--- src/sv/asf1d_pkg.sv ---
// Package for the 1-D arrive follower: widths, register map, microcode ROM.
`timescale 1ns / 1ps

package asf1d_pkg;

	localparam int FRACTION_BITS_DEF = 16;
	localparam int SPEED_W = 31;
	localparam int DAMP_W  = 16;
	localparam int POS_W   = 32;
	localparam int IDX_W   = 2;
	localparam int UPC_W   = 4;

	localparam logic [IDX_W-1:0] REG_MAX_SPEED = 2'd0;
	localparam logic [IDX_W-1:0] REG_MAX_FORCE = 2'd1;
	localparam logic [IDX_W-1:0] REG_DAMPING   = 2'd2;

	localparam logic [SPEED_W-1:0] MAX_SPEED_RST = 31'd131072;
	localparam logic [SPEED_W-1:0] MAX_FORCE_RST = 31'd32768;
	localparam logic [DAMP_W-1:0]  DAMPING_RST   = 16'd50;

	typedef enum logic [3:0] {
		OP_LATCH,
		OP_RESTART,
		OP_ERR,
		OP_MUL,
		OP_DIVINIT,
		OP_DIVSTEP,
		OP_DESRAMP,
		OP_DESMAX,
		OP_STEER,
		OP_VEL,
		OP_POS,
		OP_SNAP,
		OP_OUT
	} op_t;

	typedef enum logic [2:0] {
		COND_ALWAYS,
		COND_IN_VALID,
		COND_ERR_ZERO,
		COND_NO_RAMP,
		COND_DIV_MORE,
		COND_OUT_FREE
	} cond_t;

	typedef struct packed {
		op_t              op;
		cond_t            cond;
		logic [UPC_W-1:0] nxt_t;   // taken when cond holds
		logic [UPC_W-1:0] nxt_f;
	} ucode_t;

	localparam logic [UPC_W-1:0] S_WAIT    = 4'd0;
	localparam logic [UPC_W-1:0] S_RESTART = 4'd1;
	localparam logic [UPC_W-1:0] S_ERR     = 4'd2;
	localparam logic [UPC_W-1:0] S_MUL     = 4'd3;
	localparam logic [UPC_W-1:0] S_DIVINIT = 4'd4;
	localparam logic [UPC_W-1:0] S_DIVSTEP = 4'd5;
	localparam logic [UPC_W-1:0] S_DESRAMP = 4'd6;
	localparam logic [UPC_W-1:0] S_DESMAX  = 4'd7;
	localparam logic [UPC_W-1:0] S_STEER   = 4'd8;
	localparam logic [UPC_W-1:0] S_VEL     = 4'd9;
	localparam logic [UPC_W-1:0] S_POS     = 4'd10;
	localparam logic [UPC_W-1:0] S_SNAP    = 4'd11;
	localparam logic [UPC_W-1:0] S_OUT     = 4'd12;

	function automatic ucode_t ucode_rom(input logic [UPC_W-1:0] addr);
		ucode_t w;
		unique case (addr)
			S_WAIT:    w = '{OP_LATCH,   COND_IN_VALID, S_RESTART, S_WAIT};
			S_RESTART: w = '{OP_RESTART, COND_ALWAYS,   S_ERR,     S_ERR};
			S_ERR:     w = '{OP_ERR,     COND_ALWAYS,   S_MUL,     S_MUL};
			S_MUL:     w = '{OP_MUL,     COND_ERR_ZERO, S_SNAP,    S_DIVINIT};
			S_DIVINIT: w = '{OP_DIVINIT, COND_NO_RAMP,  S_DESMAX,  S_DIVSTEP};
			S_DIVSTEP: w = '{OP_DIVSTEP, COND_DIV_MORE, S_DIVSTEP, S_DESRAMP};
			S_DESRAMP: w = '{OP_DESRAMP, COND_ALWAYS,   S_STEER,   S_STEER};
			S_DESMAX:  w = '{OP_DESMAX,  COND_ALWAYS,   S_STEER,   S_STEER};
			S_STEER:   w = '{OP_STEER,   COND_ALWAYS,   S_VEL,     S_VEL};
			S_VEL:     w = '{OP_VEL,     COND_ALWAYS,   S_POS,     S_POS};
			S_POS:     w = '{OP_POS,     COND_ALWAYS,   S_OUT,     S_OUT};
			S_SNAP:    w = '{OP_SNAP,    COND_ALWAYS,   S_OUT,     S_OUT};
			S_OUT:     w = '{OP_OUT,     COND_OUT_FREE, S_WAIT,    S_OUT};
			default:   w = '{OP_ERR,     COND_ALWAYS,   S_WAIT,    S_WAIT};
		endcase
		return w;
	endfunction

endpackage

--- src/sv/arrive_steering_follower_1d.sv ---
// Top level: microcoded 1-D arrive steering follower in signed fixed point.
`timescale 1ns / 1ps

// One item is one tick of an arrive follower: position and velocity in signed
// fixed point with FRACTION_BITS fraction bits. A small microcode ROM steps a
// shared datapath, so a new item is taken only after the last one has loaded
// its result. When the target is inside the damping distance the 31-step
// restoring divider computes max_speed*|error|/distance; outside the ramp the
// divider is skipped, and when the error is zero the position snaps to the
// target. The result sits in an output register, so the next item is
// taken while it waits.
// Configuration is accepted in every cycle; write it only while idle.
module arrive_steering_follower_1d #(
	parameter int FRACTION_BITS = asf1d_pkg::FRACTION_BITS_DEF
) (
	input  logic                                clk,
	input  logic                                arst_n,
	input  logic                                in_valid,
	output logic                                in_ready,
	input  logic signed [asf1d_pkg::POS_W-1:0]  target_position,
	input  logic                                restart,
	output logic                                out_valid,
	input  logic                                out_ready,
	output logic signed [asf1d_pkg::POS_W-1:0]  position_out,
	input  logic                                cfg_valid,
	output logic                                cfg_ready,
	input  logic [asf1d_pkg::IDX_W-1:0]         cfg_index,
	input  logic [asf1d_pkg::SPEED_W-1:0]       cfg_data
);

	localparam int PW    = asf1d_pkg::POS_W;
	localparam int SW    = asf1d_pkg::SPEED_W;
	localparam int DmW   = asf1d_pkg::DAMP_W;
	localparam int DdW   = DmW + FRACTION_BITS;
	localparam int ErrW  = PW + 1;
	localparam int ProdW = SW + ErrW;
	localparam int QW    = SW;
	localparam int CmpW  = DdW + ErrW;
	localparam int CntW  = $clog2(QW + 1);

	asf1d_pkg::ucode_t uw;

	logic [asf1d_pkg::UPC_W-1:0] upc_q;
	logic [SW-1:0]               ms_q, mf_q;
	logic [DmW-1:0]              dd_q;
	logic signed [PW-1:0]        pos_q, vel_q;
	logic signed [PW-1:0]        target_q, des_q, steer_q, out_q;
	logic                        restart_q, out_valid_q;
	logic signed [ErrW-1:0]      err_q;
	logic [ProdW-1:0]            prod_q;
	logic [DdW-1:0]              rem_q;
	logic [QW-1:0]               shr_q, quo_q;
	logic [CntW-1:0]             cnt_q;

	logic [ErrW-1:0]             aerr;
	logic [DdW-1:0]              dd_full;
	logic                        no_ramp, err_zero, div_more, out_free, cond_hit;
	logic [CmpW-1:0]             prod_hi_ext;
	logic [DdW:0]                div_try, div_sub;
	logic                        div_ge;
	logic [SW-1:0]               des_mag;
	logic signed [PW-1:0]        des_next;
	logic signed [ErrW-1:0]      steer_raw, steer_lim, vel_raw, vel_lim, pos_raw;
	logic [ErrW-1:0]             steer_abs, vel_abs;
	logic signed [ErrW-1:0]      mf_ext, ms_ext;
	logic signed [PW-1:0]        pos_next;
	logic                        in_xfer;

	assign uw = asf1d_pkg::ucode_rom(upc_q);

	assign in_ready     = (uw.op == asf1d_pkg::OP_LATCH);
	assign in_xfer      = in_valid && in_ready;
	assign out_valid    = out_valid_q;
	assign position_out = out_q;
	assign cfg_ready    = 1'b1;

	// error magnitude and ramp decision
	assign aerr     = err_q[ErrW-1] ? ErrW'(-err_q) : ErrW'(err_q);
	assign dd_full  = {dd_q, {FRACTION_BITS{1'b0}}};
	assign err_zero = (err_q == '0);
	assign no_ramp  = (dd_q == '0) || (CmpW'(aerr) >= CmpW'(dd_full));

	// restoring divider: product >> QW is below the divisor on the ramp path
	assign prod_hi_ext = CmpW'(prod_q[ProdW-1:QW]);
	assign div_try     = {rem_q, shr_q[QW-1]};
	assign div_ge      = (div_try >= {1'b0, dd_full});
	assign div_sub     = div_try - {1'b0, dd_full};
	assign div_more    = (cnt_q != CntW'(1));

	// desired speed takes the sign of the error
	assign des_mag  = (uw.op == asf1d_pkg::OP_DESRAMP) ? quo_q : ms_q;
	assign des_next = err_q[ErrW-1] ? -$signed({1'b0, des_mag}) : $signed({1'b0, des_mag});

	assign mf_ext = $signed({2'b00, mf_q});
	assign ms_ext = $signed({2'b00, ms_q});

	// a zero raw value only reaches the clamp when the limit is zero
	assign steer_raw = {des_q[PW-1], des_q} - {vel_q[PW-1], vel_q};
	assign steer_abs = steer_raw[ErrW-1] ? ErrW'(-steer_raw) : ErrW'(steer_raw);
	assign steer_lim = (steer_abs >= ErrW'(mf_q)) ?
		(steer_raw[ErrW-1] ? -mf_ext : mf_ext) : steer_raw;

	assign vel_raw = {vel_q[PW-1], vel_q} + {steer_q[PW-1], steer_q};
	assign vel_abs = vel_raw[ErrW-1] ? ErrW'(-vel_raw) : ErrW'(vel_raw);
	assign vel_lim = (vel_abs >= ErrW'(ms_q)) ?
		(vel_raw[ErrW-1] ? -ms_ext : ms_ext) : vel_raw;

	assign pos_raw  = {pos_q[PW-1], pos_q} + {vel_q[PW-1], vel_q};
	assign pos_next = (pos_raw[ErrW-1] != pos_raw[PW-1]) ?
		(pos_raw[ErrW-1] ? {1'b1, {(PW-1){1'b0}}} : {1'b0, {(PW-1){1'b1}}}) :
		pos_raw[PW-1:0];

	assign out_free = !out_valid_q || out_ready;

	always_comb begin
		case (uw.cond)
			asf1d_pkg::COND_ALWAYS:   cond_hit = 1'b1;
			asf1d_pkg::COND_IN_VALID: cond_hit = in_valid;
			asf1d_pkg::COND_ERR_ZERO: cond_hit = err_zero;
			asf1d_pkg::COND_NO_RAMP:  cond_hit = no_ramp;
			asf1d_pkg::COND_DIV_MORE: cond_hit = div_more;
			asf1d_pkg::COND_OUT_FREE: cond_hit = out_free;
			default:                  cond_hit = 1'b1;
		endcase
	end

	// sequencer, architectural state, configuration
	always_ff @(posedge clk or negedge arst_n) begin
		if (!arst_n) begin
			upc_q       <= asf1d_pkg::S_WAIT;
			ms_q        <= asf1d_pkg::MAX_SPEED_RST;
			mf_q        <= asf1d_pkg::MAX_FORCE_RST;
			dd_q        <= asf1d_pkg::DAMPING_RST;
			pos_q       <= '0;
			vel_q       <= '0;
			out_valid_q <= 1'b0;
		end else begin
			upc_q <= cond_hit ? uw.nxt_t : uw.nxt_f;
			if (cfg_valid) begin
				unique case (cfg_index)
					asf1d_pkg::REG_MAX_SPEED: ms_q <= cfg_data;
					asf1d_pkg::REG_MAX_FORCE: mf_q <= cfg_data;
					asf1d_pkg::REG_DAMPING:   dd_q <= cfg_data[DmW-1:0];
					default: ;
				endcase
			end
			case (uw.op)
				asf1d_pkg::OP_RESTART: begin
					if (restart_q) begin
						pos_q <= target_q;
						vel_q <= '0;
					end
				end
				asf1d_pkg::OP_VEL:  vel_q <= vel_lim[PW-1:0];
				asf1d_pkg::OP_POS:  pos_q <= pos_next;
				asf1d_pkg::OP_SNAP: pos_q <= target_q;
				default: ;
			endcase
			if (uw.op == asf1d_pkg::OP_OUT && out_free)
				out_valid_q <= 1'b1;
			else if (out_ready)
				out_valid_q <= 1'b0;
		end
	end

	// working registers
	always_ff @(posedge clk) begin
		if (in_xfer) begin
			target_q  <= target_position;
			restart_q <= restart;
		end
		case (uw.op) inside
			asf1d_pkg::OP_ERR: err_q <= {target_q[PW-1], target_q} - {pos_q[PW-1], pos_q};
			asf1d_pkg::OP_MUL: prod_q <= ProdW'(ms_q) * ProdW'(aerr);
			asf1d_pkg::OP_DIVINIT: begin
				rem_q <= prod_hi_ext[DdW-1:0];
				shr_q <= prod_q[QW-1:0];
				quo_q <= '0;
				cnt_q <= CntW'(QW);
			end
			asf1d_pkg::OP_DIVSTEP: begin
				rem_q <= div_ge ? div_sub[DdW-1:0] : div_try[DdW-1:0];
				shr_q <= {shr_q[QW-2:0], 1'b0};
				quo_q <= {quo_q[QW-2:0], div_ge};
				cnt_q <= cnt_q - CntW'(1);
			end
			asf1d_pkg::OP_DESRAMP, asf1d_pkg::OP_DESMAX: des_q <= des_next;
			asf1d_pkg::OP_STEER: steer_q <= steer_lim[PW-1:0];
			default: ;
		endcase
		if (uw.op == asf1d_pkg::OP_OUT && out_free)
			out_q <= pos_q;
	end

endmodule

--- config.mk ---
export PLATFORM = sky130hd
export DESIGN_NAME = arrive_steering_follower_1d
export DESIGN_NICKNAME = d
export VERILOG_FILES = /design/src/sv/asf1d_pkg.sv /design/src/sv/arrive_steering_follower_1d.sv
export SDC_FILE = /design/constraint.sdc
export NUM_CORES = 2
export LEC_CHECK = 0
export ABC_AREA = 1
export BUFFER_PORTS_ARGS = -buffer_cell sky130_fd_sc_hd__buf_2
export CELL_PAD_IN_SITES_DETAIL_PLACEMENT = 0
export CELL_PAD_IN_SITES_GLOBAL_PLACEMENT = 1
export CORE_ASPECT_RATIO = 0.6
export CORE_MARGIN = 1
export CORE_UTILIZATION = 35
export CTS_CLUSTER_DIAMETER = 150
export DETAILED_ROUTE_END_ITERATION = 12
export GPL_ROUTABILITY_DRIVEN = 0
export PLACE_DENSITY_LB_ADDON = 0.12
export REMOVE_ABC_BUFFERS = 1
export SETUP_SLACK_MARGIN = 0.5
export SLEW_MARGIN = 20
export SYNTH_ARGS = -nofsm -noshare
export SYNTH_HDL_FRONTEND = slang
export SYNTH_SLANG_ARGS = --single-unit
--- constraint.sdc ---
create_clock -name clk -period 25.7 [get_ports clk]
set_input_delay 1.285 -clock clk [delete_from_list [all_inputs] [get_ports clk]]
set_output_delay 1.285 -clock clk [all_outputs]
set_load 0.01 [all_outputs]
==> flow_summary.ini <==
[status]
status = finished, final reports clean

[finish]
syn_to_final_growth_pct = 8.158
layout.nets = 9790
drive_above_1_share_pct = 5.645

[sta]
setup_tns_ns = 0
relSlewSlack_pct = 28.41
hold_ws_ns = 0.4906
rsz0062_at_grt = no
max_freq_ghz = 0.09071
period_needed_ns = 11.02
worst_slew_pin_slew_ns = 1.071
finalClockSkew_ns = 0.04888
report.final.slew_viol_count = 0
finalCritPeriodShare_pct = 42.90
setup_violations = 0
finalHoldViolations = 0

[flow_run]
max-cap-violations = 0

[routing]
drcViolationCount = 0
vias = 57268
antenna_left = 0
wl_per_cell_um = 25.96
drt-pass1-iter-count = 6
drt_iter0_markers = 6812
vias_per_cell = 5.260
wl_um = 282600

[cts]
h-tree-depth = 2
cts-resized-gates = 0
clkTransAtPathRegs_ns = 0.07
cts_hold_buf = 0
root_buffer = clkbuf_16
cts.sink_count = 471
cts_tree = built
postCtsSetupBuffers = 0
clock_latency_ns = 0.74
cts_buffers = 53
clockBufferDepth = 3

[global_routing]
grt_pass1_wl_um = 404200
top_usage_layer = met1
use_met1_pct = 48.56
grt_use_met2_pct = 36.24
grt_pass1_vias = 54940
overflow = 0
gr-usage-met3_pct = 10.67
antenna_found_initial = 22
track_usage_pct = 29.63
grt_max_degree = 68

[yosys]
synthCells = 8339
ys_seq_area_share_pct = 20.29
synth_flop_cell = edfxtp_1
synth_warnings = 0
avgSynthCellArea_um2 = 7.929
synth_edf_count = 324
async_flop_share_pct = 31.21
ys_seq_elements = 471
ys_types = 68
syn_area_mm2 = 0.06612

[min_path]
min_path_type = flop to flop
hold_path.startpoint = pos_q[23]
whs_endpoint = position_out[23]
holdPathStages = 0

[setup_path]
cp_top_family = adder cells
critPathArrivalTime_ns = 11.46
crit_path_end_kind = flop
cp_max_fo = 32
crit_top_cell = fa_1
cp.required_ns = 26.13
cpMaxStageDelayCell = clkinv_1
r2r_end = prod_q[60]
r2r_start = err_q[0]
reg2reg_slack_ns = 14.68
path_buf_inv = 7
critPathLaunchType = flop
cp_slowest_stage_delay_ns = 0.80
critPathKind = flop to flop
r2r_cells = 35

[die]
start_util_pct = 35.24
dieArea_mm2 = 0.1907
core_mm2 = 0.1876
row_count = 123
ios = 106
dieHeight_um = 338.7
fp.dieW_um = 563.1

[placed_design]
portBuffers = 104
hpwl_um = 230500
==> state kept, by name (all words and copies together) (netlist names) <==
register      count
cnt_q             5
dd_q             16
des_q            32
err_q            33
mf_q             31
ms_q             31
out_valid         1
pos_q            32
position_out     32
prod_q           63
quo_q            31
rem_q            32
restart_q         1
shr_q            31
steer_q          32
target_q         32
upc_q             4
vel_q            32
==> worst register-to-register path: cells and delay by family (launching register included) <==
kind / cells / cell delay [ns]
buffers and inverters: 7 / 1.79
flip-flops: 1 / 0.35
adder cells (fa/ha/maj): 10 / 4.59
AO/OA/AOI/OAI: 7 / 1.61
AND/OR/NAND/NOR: 9 / 2.05
XOR/XNOR: 2 / 0.33
==> layer usage <==
metal	wire, um	up-vias
met4	3701	10
li1	-	25702
met1	141900	28667
met5	62	-
met2	100300	2670
met3	36660	219
==> synthesized netlist by cell type, drive strengths merged, types with 6 or more instances <==
master     n  area (um^2)
a211oi     7        52.55
a21boi     8        60.06
a21o      21        157.7
a21oi    272         1365
a31oi     53        331.6
buf       59        367.8
clkbuf   240        907.1
clkinv    17        63.81
dfrtp    142         3553
edfxtp   324         9729
fa       899        18000
ha       486         6081
inv     1581         5934
nand2   1956         7435
nand3    261         1364
nand3b    23        185.2
nand4    111        700.7
nor2    1020         3884
nor3      71        391.6
nor4      44        290.3
o211ai     6        45.04
o21a      17        127.6
o21ai    341         1729
o21bai    15        112.6
o221ai     6        52.55
o31ai      8        70.06
or2       19        118.9
xnor2     76        673.2
xor2     228         2016
==> cell type report <==
| cell class | count | area (um^2) |
|---|---|---|
| Antenna cell | 8 | 20.02 |
| Clock inverter | 35 | 452.9 |
| Clock buffer | 65 | 1411 |
| Timing Repair Buffer | 239 | 1540 |
| Tap cell | 2500 | 3128 |
| Inverter | 1598 | 5998 |
| Multi-Input combinational cell | 5971 | 45550 |
| Fill cell | 19632 | 116100 |
| Sequential cell | 471 | 13410 |
==> placed cells by master (no fill, tap or decap), types with 103 or more instances in the layout <==
cell type     n
xor2_1      225
nor2_1      999
ha_1        486
nand3_1     249
buf_2       103
buf_4       135
fa_1        899
dfrtp_1     142
inv_1      1555
o21ai_0     299
a21oi_1     271
nand2_1    1920
nand4_1     110
edfxtp_1    324
==> worst max-delay path by stage <==
stage             start         end  slack (ns)  cells past startpoint
2_1_floorplan  upc_q[3]   rem_q[31]       15.40                      8
3_3_place_gp   err_q[0]  prod_q[59]       15.05                     37
3_5_place_dp   err_q[0]  prod_q[60]       15.00                     35
4_1_cts        err_q[0]  prod_q[60]       14.91                     35
5_1_grt        err_q[0]  prod_q[60]       14.18                     35
6_report       err_q[0]  prod_q[60]       14.68                     35
==> metrics by stage <==
stage / utilization (%) / area, um^2 / instances / setup WS (ns)
CTS: 38.11 / 71490 / 10879 / 14.91
finish: 38.12 / 71510 / 10887 / 14.68
global placement: 37.11 / 69620 / 10779 / 15.05
floorplan: - / 64840 / 8040 / 15.40
global route: 38.11 / 71490 / 10879 / 14.18
detailed placement: 37.11 / 69620 / 10779 / 15.00
==> cell families (layout without fill, tap and decap cells) <==
| logic type | after synthesis | in the layout | share of synthesized area (%) |
|---|---|---|---|
| buf+inv | 1897 | 1937 | 11.00 |
| compound gates | 770 | 770 | 6.419 |
| fa+ha+maj | 1385 | 1385 | 36.42 |
| flops | 471 | 471 | 20.29 |
| other cells | 1 | 9 | 0.005672 |
| simple gates | 3511 | 3511 | 21.81 |
| xor+xnor | 304 | 304 | 4.067 |
Power is left out: the tool's default activity adds up to more than one toggle a clock period on the data nets, which glitch-free logic cannot reach.
